`src/design/calts_pkg.sv`:
```
`timescale 1ns / 1ps
// ----------------------------------------------------------------------------
// Calendar time step package
// Shared types, field limits and calendar helpers for the calendar time step
// core.
// ----------------------------------------------------------------------------
package calts_pkg;

	typedef enum logic [1:0] {
		KIND_STAMP = 2'd0,
		KIND_DATE  = 2'd1,
		KIND_TOD   = 2'd2
	} kind_t;

	localparam logic ACT_NEXT = 1'b0;
	localparam logic ACT_PREV = 1'b1;

	localparam logic [9:0]  MS_LAST    = 10'd999;
	localparam logic [9:0]  MS_RADIX   = 10'd1000;
	localparam logic [9:0]  SEC_LAST   = 10'd59;
	localparam logic [9:0]  SEC_RADIX  = 10'd60;
	localparam logic [9:0]  HOUR_LAST  = 10'd23;
	localparam logic [3:0]  MONTH_LAST = 4'd12;
	localparam logic [14:0] YEAR_MAX   = 15'd9999;

	// Reciprocal of 25 scaled by 2^17; exact for every 14-bit year.
	localparam logic [12:0] RECIP_25   = 13'd5243;
	localparam int          RECIP_SH   = 17;

	typedef struct packed {
		logic        action;
		kind_t       kind;
		logic [13:0] year;
		logic [3:0]  month;
		logic [4:0]  day;
		logic [4:0]  hour;
		logic [5:0]  minute;
		logic [5:0]  second;
		logic [9:0]  millisecond;
	} step_in_t;

	typedef struct packed {
		logic        valid_res;
		logic [13:0] new_year;
		logic [3:0]  new_month;
		logic [4:0]  new_day;
		logic [4:0]  new_hour;
		logic [5:0]  new_minute;
		logic [5:0]  new_second;
		logic [9:0]  new_millisecond;
	} step_res_t;

	// Leap when divisible by 4 and either not by 25 or also by 16.
	function automatic logic is_leap(input logic [13:0] y);
		logic [26:0] prod;
		logic [9:0]  quo;
		logic [13:0] back;
		logic        div25;
		prod  = 27'(y) * 27'(RECIP_25);
		quo   = prod[26:RECIP_SH];
		back  = {4'b0, quo} * 14'd25;
		div25 = (back == y);
		return (y[1:0] == 2'b00) && (!div25 || (y[3:0] == 4'b0000));
	endfunction

	function automatic logic [4:0] month_days(input logic leap, input logic [3:0] mo);
		logic [4:0] d;
		case (mo) inside
			4'd4, 4'd6, 4'd9, 4'd11: d = 5'd30;
			4'd2:                    d = leap ? 5'd29 : 5'd28;
			default:                 d = 5'd31;
		endcase
		return d;
	endfunction

endpackage

```
`src/design/calendar_time_step_core.sv`:
```
`timescale 1ns / 1ps
// ----------------------------------------------------------------------------
// Calendar time step core
// Gives the Gregorian successor or predecessor of a date-time, date or time
// of day, with full carry and borrow through month lengths and leap years.
// ----------------------------------------------------------------------------
//
// Channel    Handshake           Payload
// request    start / busy        action, kind, year .. millisecond
// result     done (strobe)       valid_res, new_year .. new_millisecond
//
// One beat is taken in every cycle; busy is always low.
// A result passes through the input register, one pass of calendar logic
// (leap-year check by reciprocal multiply) and the result register.
// Reset clears only the two valid flags; payload registers are not reset.
// The result strobe lasts one cycle and cannot be held off by the receiver.
//
module calendar_time_step_core import calts_pkg::*; (
	input  logic        clk,
	input  logic        arst_n,
	input  logic        start,
	output logic        busy,
	input  logic        action,
	input  logic [1:0]  kind,
	input  logic [13:0] year,
	input  logic [3:0]  month,
	input  logic [4:0]  day,
	input  logic [4:0]  hour,
	input  logic [5:0]  minute,
	input  logic [5:0]  second,
	input  logic [9:0]  millisecond,
	output logic        done,
	output logic        valid_res,
	output logic [13:0] new_year,
	output logic [3:0]  new_month,
	output logic [4:0]  new_day,
	output logic [4:0]  new_hour,
	output logic [5:0]  new_minute,
	output logic [5:0]  new_second,
	output logic [9:0]  new_millisecond
);

	logic      vld_s1;
	step_in_t  item_s1;
	step_res_t res_c;
	logic      done_s2;
	step_res_t res_s2;
	logic      take;

	assign busy = 1'b0;
	assign take = start && !busy;

	always_ff @(posedge clk or negedge arst_n) begin
		if (!arst_n) begin
			vld_s1  <= 1'b0;
			done_s2 <= 1'b0;
		end else begin
			vld_s1  <= take;
			done_s2 <= vld_s1;
		end
	end

	always_ff @(posedge clk) begin
		if (take) begin
			item_s1.action      <= action;
			item_s1.kind        <= kind_t'(kind);
			item_s1.year        <= year;
			item_s1.month       <= month;
			item_s1.day         <= day;
			item_s1.hour        <= hour;
			item_s1.minute      <= minute;
			item_s1.second      <= second;
			item_s1.millisecond <= millisecond;
		end
		if (vld_s1) begin
			res_s2 <= res_c;
		end
	end

	calts_step u_step (
		.item (item_s1),
		.res  (res_c)
	);

	assign done            = done_s2;
	assign valid_res       = res_s2.valid_res;
	assign new_year        = res_s2.new_year;
	assign new_month       = res_s2.new_month;
	assign new_day         = res_s2.new_day;
	assign new_hour        = res_s2.new_hour;
	assign new_minute      = res_s2.new_minute;
	assign new_second      = res_s2.new_second;
	assign new_millisecond = res_s2.new_millisecond;

	// A result beat always traces back to a request taken through the input and result registers.
	a_done_has_request: assert property (@(posedge clk) disable iff (!arst_n)
		done |-> $past(start, 2))
		else $error("result strobe without a request");

	// An invalid result carries all-zero fields.
	a_invalid_zero: assert property (@(posedge clk) disable iff (!arst_n)
		(done && !valid_res) |-> (new_year == '0 && new_month == '0 && new_day == '0
			&& new_hour == '0 && new_minute == '0 && new_second == '0
			&& new_millisecond == '0))
		else $error("invalid result with nonzero fields");

	// A valid result never carries a year past the calendar range.
	a_year_range: assert property (@(posedge clk) disable iff (!arst_n)
		(done && valid_res) |-> ({1'b0, new_year} <= YEAR_MAX))
		else $error("valid result with year out of range");

endmodule

```
`src/design/calts_step.sv`:
```
`timescale 1ns / 1ps
// ----------------------------------------------------------------------------
// Calendar time step datapath
// Combinational successor or predecessor of one registered date-time beat.
// ----------------------------------------------------------------------------
module calts_step import calts_pkg::*; (
	input  step_in_t  item,
	output step_res_t res
);

	typedef struct packed {
		logic [9:0] n;
		logic       w;
	} dig_t;

	typedef struct packed {
		logic [9:0]        n;
		logic signed [1:0] c;
	} nrm_t;

	// Field step with plain compare, as used for full date-time stepping.
	function automatic dig_t dig_up(input logic [9:0] x, input logic [9:0] last,
			input logic en);
		logic [10:0] s;
		dig_t        r;
		s   = {1'b0, x} + 11'd1;
		r.n = x;
		r.w = 1'b0;
		if (en) begin
			if (s > {1'b0, last}) begin
				r.n = '0;
				r.w = 1'b1;
			end else begin
				r.n = s[9:0];
			end
		end
		return r;
	endfunction

	function automatic dig_t dig_dn(input logic [9:0] x, input logic [9:0] last,
			input logic en);
		dig_t r;
		r.n = x;
		r.w = 1'b0;
		if (en) begin
			if (x == '0) begin
				r.n = last;
				r.w = 1'b1;
			end else begin
				r.n = x - 10'd1;
			end
		end
		return r;
	endfunction

	// Positional normalization for the time-of-day step: a digit may carry or
	// borrow in either direction because out-of-range fields fold into the total.
	function automatic nrm_t norm(input logic [9:0] x, input logic signed [1:0] cin,
			input logic [9:0] radix);
		logic signed [11:0] v;
		logic signed [11:0] rad;
		nrm_t               r;
		v   = $signed({2'b00, x}) + 12'(cin);
		rad = $signed({2'b00, radix});
		if (v < 0) begin
			r.n = 10'(v + rad);
			r.c = -2'sd1;
		end else if (v >= rad) begin
			r.n = 10'(v - rad);
			r.c = 2'sd1;
		end else begin
			r.n = v[9:0];
			r.c = 2'sd0;
		end
		return r;
	endfunction

	logic fwd;

	dig_t u_ms, u_s, u_mi, u_h;
	dig_t d_ms, d_s, d_mi, d_h;
	logic roll;

	nrm_t               n_ms, n_s, n_mi;
	logic signed [1:0]  cin0;
	logic signed [11:0] h_v;
	logic               tod_ok;

	logic        en_day;
	logic [5:0]  d_up;
	logic [4:0]  mo_up;
	logic        d_bor, mo_bor;
	logic [3:0]  mo_prev;
	logic [3:0]  md_mon;
	logic [13:0] md_year;
	logic [4:0]  mdays;
	logic        d_car, mo_car;
	logic [4:0]  d_n;
	logic [3:0]  mo_n;
	logic [14:0] y15;
	logic        y_ok;

	assign fwd = (item.action == ACT_NEXT);

	// Time field stepping, millisecond through hour, with plain per-field compares.
	assign u_ms = dig_up(item.millisecond, MS_LAST, 1'b1);
	assign u_s  = dig_up({4'b0, item.second}, SEC_LAST, u_ms.w);
	assign u_mi = dig_up({4'b0, item.minute}, SEC_LAST, u_s.w);
	assign u_h  = dig_up({5'b0, item.hour}, HOUR_LAST, u_mi.w);
	assign d_ms = dig_dn(item.millisecond, MS_LAST, 1'b1);
	assign d_s  = dig_dn({4'b0, item.second}, SEC_LAST, d_ms.w);
	assign d_mi = dig_dn({4'b0, item.minute}, SEC_LAST, d_s.w);
	assign d_h  = dig_dn({5'b0, item.hour}, HOUR_LAST, d_mi.w);
	assign roll = fwd ? u_h.w : d_h.w;

	// Time of day: the result stays inside the day only if the hour lands in range.
	assign cin0   = fwd ? 2'sd1 : -2'sd1;
	assign n_ms   = norm(item.millisecond, cin0, MS_RADIX);
	assign n_s    = norm({4'b0, item.second}, n_ms.c, SEC_RADIX);
	assign n_mi   = norm({4'b0, item.minute}, n_s.c, SEC_RADIX);
	assign h_v    = $signed({7'b0, item.hour}) + 12'(n_mi.c);
	assign tod_ok = (h_v >= 0) && (h_v <= $signed({2'b00, HOUR_LAST}));

	// Day step through months and years.
	assign en_day  = (item.kind == KIND_DATE) || roll;
	assign d_up    = {1'b0, item.day} + 6'd1;
	assign mo_up   = {1'b0, item.month} + 5'd1;
	assign d_bor   = en_day && (item.day <= 5'd1);
	assign mo_bor  = d_bor && (item.month <= 4'd1);
	assign mo_prev = mo_bor ? MONTH_LAST : item.month - 4'd1;
	assign md_mon  = fwd ? item.month : mo_prev;
	assign md_year = (!fwd && mo_bor) ? item.year - 14'd1 : item.year;
	assign mdays   = month_days(is_leap(md_year), md_mon);
	assign d_car   = en_day && (d_up > {1'b0, mdays});
	assign mo_car  = d_car && (mo_up > {1'b0, MONTH_LAST});

	always_comb begin
		if (fwd) begin
			d_n  = d_car ? 5'd1 : (en_day ? d_up[4:0] : item.day);
			mo_n = mo_car ? 4'd1 : (d_car ? mo_up[3:0] : item.month);
			y15  = {1'b0, item.year} + {14'b0, mo_car};
		end else begin
			d_n  = d_bor ? mdays : (en_day ? item.day - 5'd1 : item.day);
			mo_n = d_bor ? mo_prev : item.month;
			y15  = {1'b0, item.year} - {14'b0, mo_bor};
		end
	end

	assign y_ok = (y15 >= 15'd1) && (y15 <= YEAR_MAX);

	always_comb begin
		res = '0;
		case (item.kind)
			KIND_STAMP: begin
				if (y_ok) begin
					res.valid_res       = 1'b1;
					res.new_year        = y15[13:0];
					res.new_month       = mo_n;
					res.new_day         = d_n;
					res.new_hour        = fwd ? u_h.n[4:0] : d_h.n[4:0];
					res.new_minute      = fwd ? u_mi.n[5:0] : d_mi.n[5:0];
					res.new_second      = fwd ? u_s.n[5:0] : d_s.n[5:0];
					res.new_millisecond = fwd ? u_ms.n : d_ms.n;
				end
			end
			KIND_DATE: begin
				if (y_ok) begin
					res.valid_res = 1'b1;
					res.new_year  = y15[13:0];
					res.new_month = mo_n;
					res.new_day   = d_n;
				end
			end
			KIND_TOD: begin
				if (tod_ok) begin
					res.valid_res       = 1'b1;
					res.new_hour        = h_v[4:0];
					res.new_minute      = n_mi.n[5:0];
					res.new_second      = n_s.n[5:0];
					res.new_millisecond = n_ms.n;
				end
			end
			default: res = '0;
		endcase
	end

endmodule

```
`config.mk`:
```
export PLATFORM = sky130hd
export DESIGN_NAME = calendar_time_step_core
export DESIGN_NICKNAME = d
export VERILOG_FILES = /design/src/design/calts_pkg.sv /design/src/design/calendar_time_step_core.sv /design/src/design/calts_step.sv
export SDC_FILE = /design/constraint.sdc
export NUM_CORES = 1
export LEC_CHECK = 0
export BUFFER_PORTS_ARGS = -buffer_cell sky130_fd_sc_hd__buf_2
export CAP_MARGIN = 0
export CELL_PAD_IN_SITES_DETAIL_PLACEMENT = 1
export CELL_PAD_IN_SITES_GLOBAL_PLACEMENT = 1
export CORE_MARGIN = 2
export CORE_UTILIZATION = 44
export DETAILED_ROUTE_END_ITERATION = 10
export PLACE_DENSITY = 0.77
export SETUP_SLACK_MARGIN = 0.4
export SLEW_MARGIN = 10
export SYNTH_ARGS = -nofsm -noshare
export SYNTH_HDL_FRONTEND = slang
export SYNTH_SLANG_ARGS = --single-unit
```
`constraint.sdc`:
```
create_clock -name clk -period 14.53 [get_ports clk]
set_clock_uncertainty 0.2 [all_clocks]
set_input_delay 0 -clock clk [delete_from_list [all_inputs] [get_ports clk]]
set_output_delay 0 -clock clk [all_outputs]
set_load 0.03 [all_outputs]
```
Word-level counts from Yosys, hierarchy flattened
Cells that the tools add are included.
W data, S select, Z words.
{"block": "op_classes", "mul": 2, "order_cmp": 18, "addsub": 25, "n_eq_ne": 8, "reduce_logical": 19, "muxes": 57}
{"op": "$pmux W27 S2", "count": 1}
{"op": "$mux W51", "count": 1}
{"op": "$mux W5", "count": 10}
{"op": "$mux W6", "count": 8}
{"op": "$pmux W23 S2", "count": 1}
{"op": "$mux W8", "count": 4}
{"op": "$mux W10", "count": 3}
{"op": "$mux W7", "count": 4}
{"op": "$mul A14 B13 Y27 const B", "count": 1}
{"op": "$mux W27", "count": 1}
{"op": "$mux W12", "count": 2}
{"op": "$mux W24", "count": 1}
{"op": "$mux W4", "count": 6}
{"op": "$add A7 B2 Y8", "count": 2}
{"op": "$ge A8 B7 Y1 const B", "count": 2}
{"op": "$lt A8 B1 Y1 const B", "count": 2}
{"op": "$add A14 B1 Y15", "count": 1}
{"op": "$ge A15 B1 Y1 const B", "count": 1}
{"op": "$le A15 B14 Y1 const B", "count": 1}
{"op": "$mux W15", "count": 1}
{"op": "$sub A14 B1 Y15", "count": 1}
{"op": "$add A6 B1 Y7 const B", "count": 2}
{"op": "$eq A14 B14 Y1", "count": 1}
{"op": "$gt A7 B6 Y1 const B", "count": 2}
{"op": "other kinds (43)", "count": 70}
{"block": "totals", "word_cells": 148, "out_inout_bits": 53, "input_bits": 56, "reg_bits": 106}

Depth between registers and ports, before layout
{"block": "logic_depth", "depth_word": 30, "ltp_mapped": 69, "mapped_depth_nobuf": 67}

Hierarchy
Synthesis repeated with hierarchy kept, for this count alone.
{"block": "unflattened", "hier_cells": 1513, "hier_area_um2": 13603.0}
{"module": "calts_step", "seq_area_each_um2": 0.0, "area_each_um2": 10418.7, "cells_each": 1405, "instances": 1}
{"module": "calendar_time_step_core", "seq_area_each_um2": 3173.0, "area_each_um2": 3184.3, "cells_each": 108, "instances": 1}

Worst setup path before layout
Ideal clock, no wire load.
{"block": "synth_path", "path_kind": "flip-flop to flip-flop", "startpoint": "register item_s1[0] in the netlist's numbering", "endpoint": "register res_s2, in the netlist new_minute[1] (data pin)", "synth_period_minus_slack_ns": 15.488, "path_buffers": 4, "arrival_ns": 15.013, "path_slack_ns": -0.958, "setup_ns": 0.275, "required_time_ns": 14.055, "stages_incl_launch_ff": 66, "path_cell_list": "edfxtp_1 -> clkbuf_1 -> inv_1 -> ha_1 -> or4b_1 -> or3_1 -> buf_2 -> o22a_1 -> buf_2 -> a21oi_1 -> nand2_1 -> xor2_1 -> xnor2_1 -> ha_1 -> o21bai_1 -> ha_1 -> inv_1 -> fa_1 -> [30 not listed] -> mux2i_1 -> nand2_1 -> o31ai_1 -> and3_1 -> inv_1 -> nand2_1 -> ha_1 -> fa_1 -> nor2b_1 -> o21a_1 -> o21a_1 -> o22ai_1 -> xor2_1 -> or4_1 -> a31o_2 -> nand3_1 -> clkbuf_1 -> o32ai_1"}
{"element": "from (decl)", "line_no": "calendar_time_step_core.sv:44", "text": "step_in_t item_s1;"}
{"element": "to (signal assigned)", "line_no": "calendar_time_step_core.sv:76", "text": "res_s2 <= res_c;"}
{"element": "to (decl)", "line_no": "calendar_time_step_core.sv:47", "text": "step_res_t res_s2;"}

==> key figures <==
Place
  – RD Place Congestion: 0.918
  – Placement-stage cell area: 16600 µm²
  – DPL Wire Length: 37.2 mm
  – PortBufs: 107
  – Worst slack at placement: -0.776 ns
  – DP Cell Count: 2181

Floorplan
  – Die ar.: 32400 µm²
  – Die width: 180 µm
  – Core area: 30600 µm²
  – I/O Pins: 109
  – Die Height: 180 µm
  – Initial Util: 44.6%
  – # rows: 64

Clock tree
  – Htree depth: 3
  – TritonCTS clock tree: done
  – Clock Sinks: 106
  – Total CTS buffers: 9
  – Max clock buf depth: 2
  – Clock-pin slew on the worst setup and hold paths: 0.08 ns
  – CTS Root Cell: clkbuf_16
  – Worst-skew pair later-pin latency: 0.40 ns

Yosys
  – Share of the synthesized area in the top cell type: 22.9%
  – Cell variety after synth: 89
  – Sequential-to-total area share from yosys stat: 23.3%
  – Ys flop type: edfxtp_1
  – Post-synth ARST share: 1.89%
  – EDFF count, synth: 104
  – Mapped Nets: 1818
  – Synthesized cell area: 13600 µm²
  – Count leader, synth: ha_1
  – Synth cell count leaders: ha_1 (196), inv_1 (164), nor2_1 (115), edfxtp_1 (104), nand2_1 (85)
  – Synthesis Warnings: 0
  – Syn Area/Cell: 9.07 µm²
  – Synth Instances: 1504
  – Yosys top cell by area: edfxtp_1
  – Seq cells post-synth: 106
  – Top post-synthesis cells by area: edfxtp_1 (23%), ha_1 (18%), fa_1 (9.1%)

Worst setup path
  – WS Path Type: flip-flop to flip-flop
  – Critical Path AT: 16.49 ns
  – Worst EP required: 14.51 ns
  – R2R Setup Slk: -1.97 ns
  – Critical Path Start Type: flip-flop
  – Crit path largest cell delay: 0.86 ns
  – Slowest-stage cell, CP: nor3_1
  – Critical-path maximum fanout: 6
  – Worst Setup End Kind: flip-flop

Timing
  – Crit path time final: 16.50 ns
  – Slew @ Worst Pin: 1.35 ns
  – Max-slew violation count: 0
  – Fin crit share: 114%
  – RSZ-0062 raised after global routing: true
  – Fmax achieved: 60.6 MHz
  – Final Hold Fails: 0
  – Final Setup Violations: 51
  – Worst slew margin: 8.82%
  – Setup WS post-layout: -1.97 ns

Detailed routing
  – DR vias: 15100
  – Drt drc: 0
  – Wire per inst: 29.1 µm
  – Drt via density: 6.48
  – Iter 0 DRT Violations: 1558
  – Drt first pass iters: 6
  – Routed WL: 68.1 mm
  – Antenna-violating nets left: 0

Global routing
  – First-pass GRT wire length: 89.3 mm
  – Vias in the first global route: 15600
  – GRT Total Usage: 35.1%
  – Initial antenna violation count: 4
  – Largest net degree at the start of global routing: 55
  – Grt total ovfl: 0

Cells and area
  – Finished layout cell area: 19500 µm²
  – Final Core Density: 63.6%
  – Area grow syn2layout: 42.7%
  – Non-Filler Instances: 2337
  – Final nets: 2249
  – Layout cells sized above 1: 34.9%

Min path
  – Worst Hold Class: input pin to flip-flop

Job
  – Max-cap violation count: 0

Run status
  – Failing checks: setup timing
  – Status: finished with violations
-- layout make-up --
type / count / area (µm²)
Multi-Input combinational cell: 1175 / 11100
Fill cell: 3385 / 11100
Timing Repair Buffer: 477 / 3680
Clock buffer: 9 / 225
Timing Repair inverter: 1 / 6.26
Inverter: 165 / 633
Tap cell: 396 / 495
Sequential cell: 106 / 3170
Antenna cell: 1 / 2.50
Clock inverter: 7 / 131
-- logic make-up (layout without fill, tap and decap cells) --
logic type / Yosys count / after routing / share of synthesized area [%]
simple gates: 430 / 430 / 16.3
mux: 10 / 10 / 0.825
compound gates: 349 / 349 / 17.2
fa+ha+maj: 260 / 260 / 27.2
xor+xnor: 125 / 125 / 8.79
other cells: 1 / 2 / 0.0275
buf+inv: 223 / 659 / 6.37
flops: 106 / 106 / 23.3
-- cell usage in the layout (no fill, tap or decap), types with 18 or more instances in the layout --
master	count
fa_1	58
xnor2_1	50
buf_4	287
dlygate4sd3_1	55
nor3_1	39
ha_4	32
buf_2	107
inv_1	134
a21oi_1	59
o21ai_0	68
inv_2	27
edfxtp_1	104
nand3_1	37
o21a_1	18
xor2_1	37
ha_1	156
nand2_1	79
a21o_1	20
nor2_1	96
-- flip-flops by register name (all words and copies together), names as in the netlist --
| signal | count |
|---|---|
| item_s1 | 53 |
| new_year | 14 |
| new_millisecond | 10 |
| new_minute | 6 |
| new_second | 6 |
| new_day | 5 |
| new_hour | 5 |
| new_month | 4 |
| done | 1 |
| valid_res | 1 |
| vld_s1 | 1 |
-- through the flow --
stage,setup TNS [ns],hold slack [ns]
6_report,-93.25,0.111
5_1_grt,-102.43,0.132
4_1_cts,-0.259,0.0855
3_5_place_dp,-34.03,-0.411
3_3_place_gp,-10.85,-0.416
2_1_floorplan,0,-0.496
-- per-layer routing --
metal / routed length [µm] / GRT usage [%]
met4: 6160 / 18.4
met1: 23300 / 40.4
met5: 45 / 0
met3: 5940 / 5.25
met2: 32600 / 63.0
-- critical path, delay by kind of cell (launching register included) --
kind,cells,cell delay [ns]
AND/OR/NAND/NOR,15,4.56
buffers and inverters,13,1.53
multiplexers,1,0.17
flip-flops,1,0.55
AO/OA/AOI/OAI,19,4.46
XOR/XNOR,3,0.68
adder cells (fa/ha/maj),11,4.09
-- worst paths after layout --
path                             start             to  cells past startpoint
setup / recovery           item_s1[31]  new_second[5]                     62
hold / removal                   start         vld_s1                      2
setup reg to reg           item_s1[31]  new_second[5]                     62
hold reg to reg                 vld_s1           done                      0
max in group asynchronous       arst_n         vld_s1                      3
min in group asynchronous       arst_n           done                      3
-- repair_timing --
action,4_1_cts,5_1_grt
resized for setup,141,91
buffers inserted,56,24
setup endpoints to repair,51,51
pin swaps,97,57
gates cloned,3,1
hold buffers,55,0
hold endpoints to repair,55,0
Power is left out: the tool's default activity adds up to more than one toggle a clock period on the data nets, which glitch-free logic cannot reach.
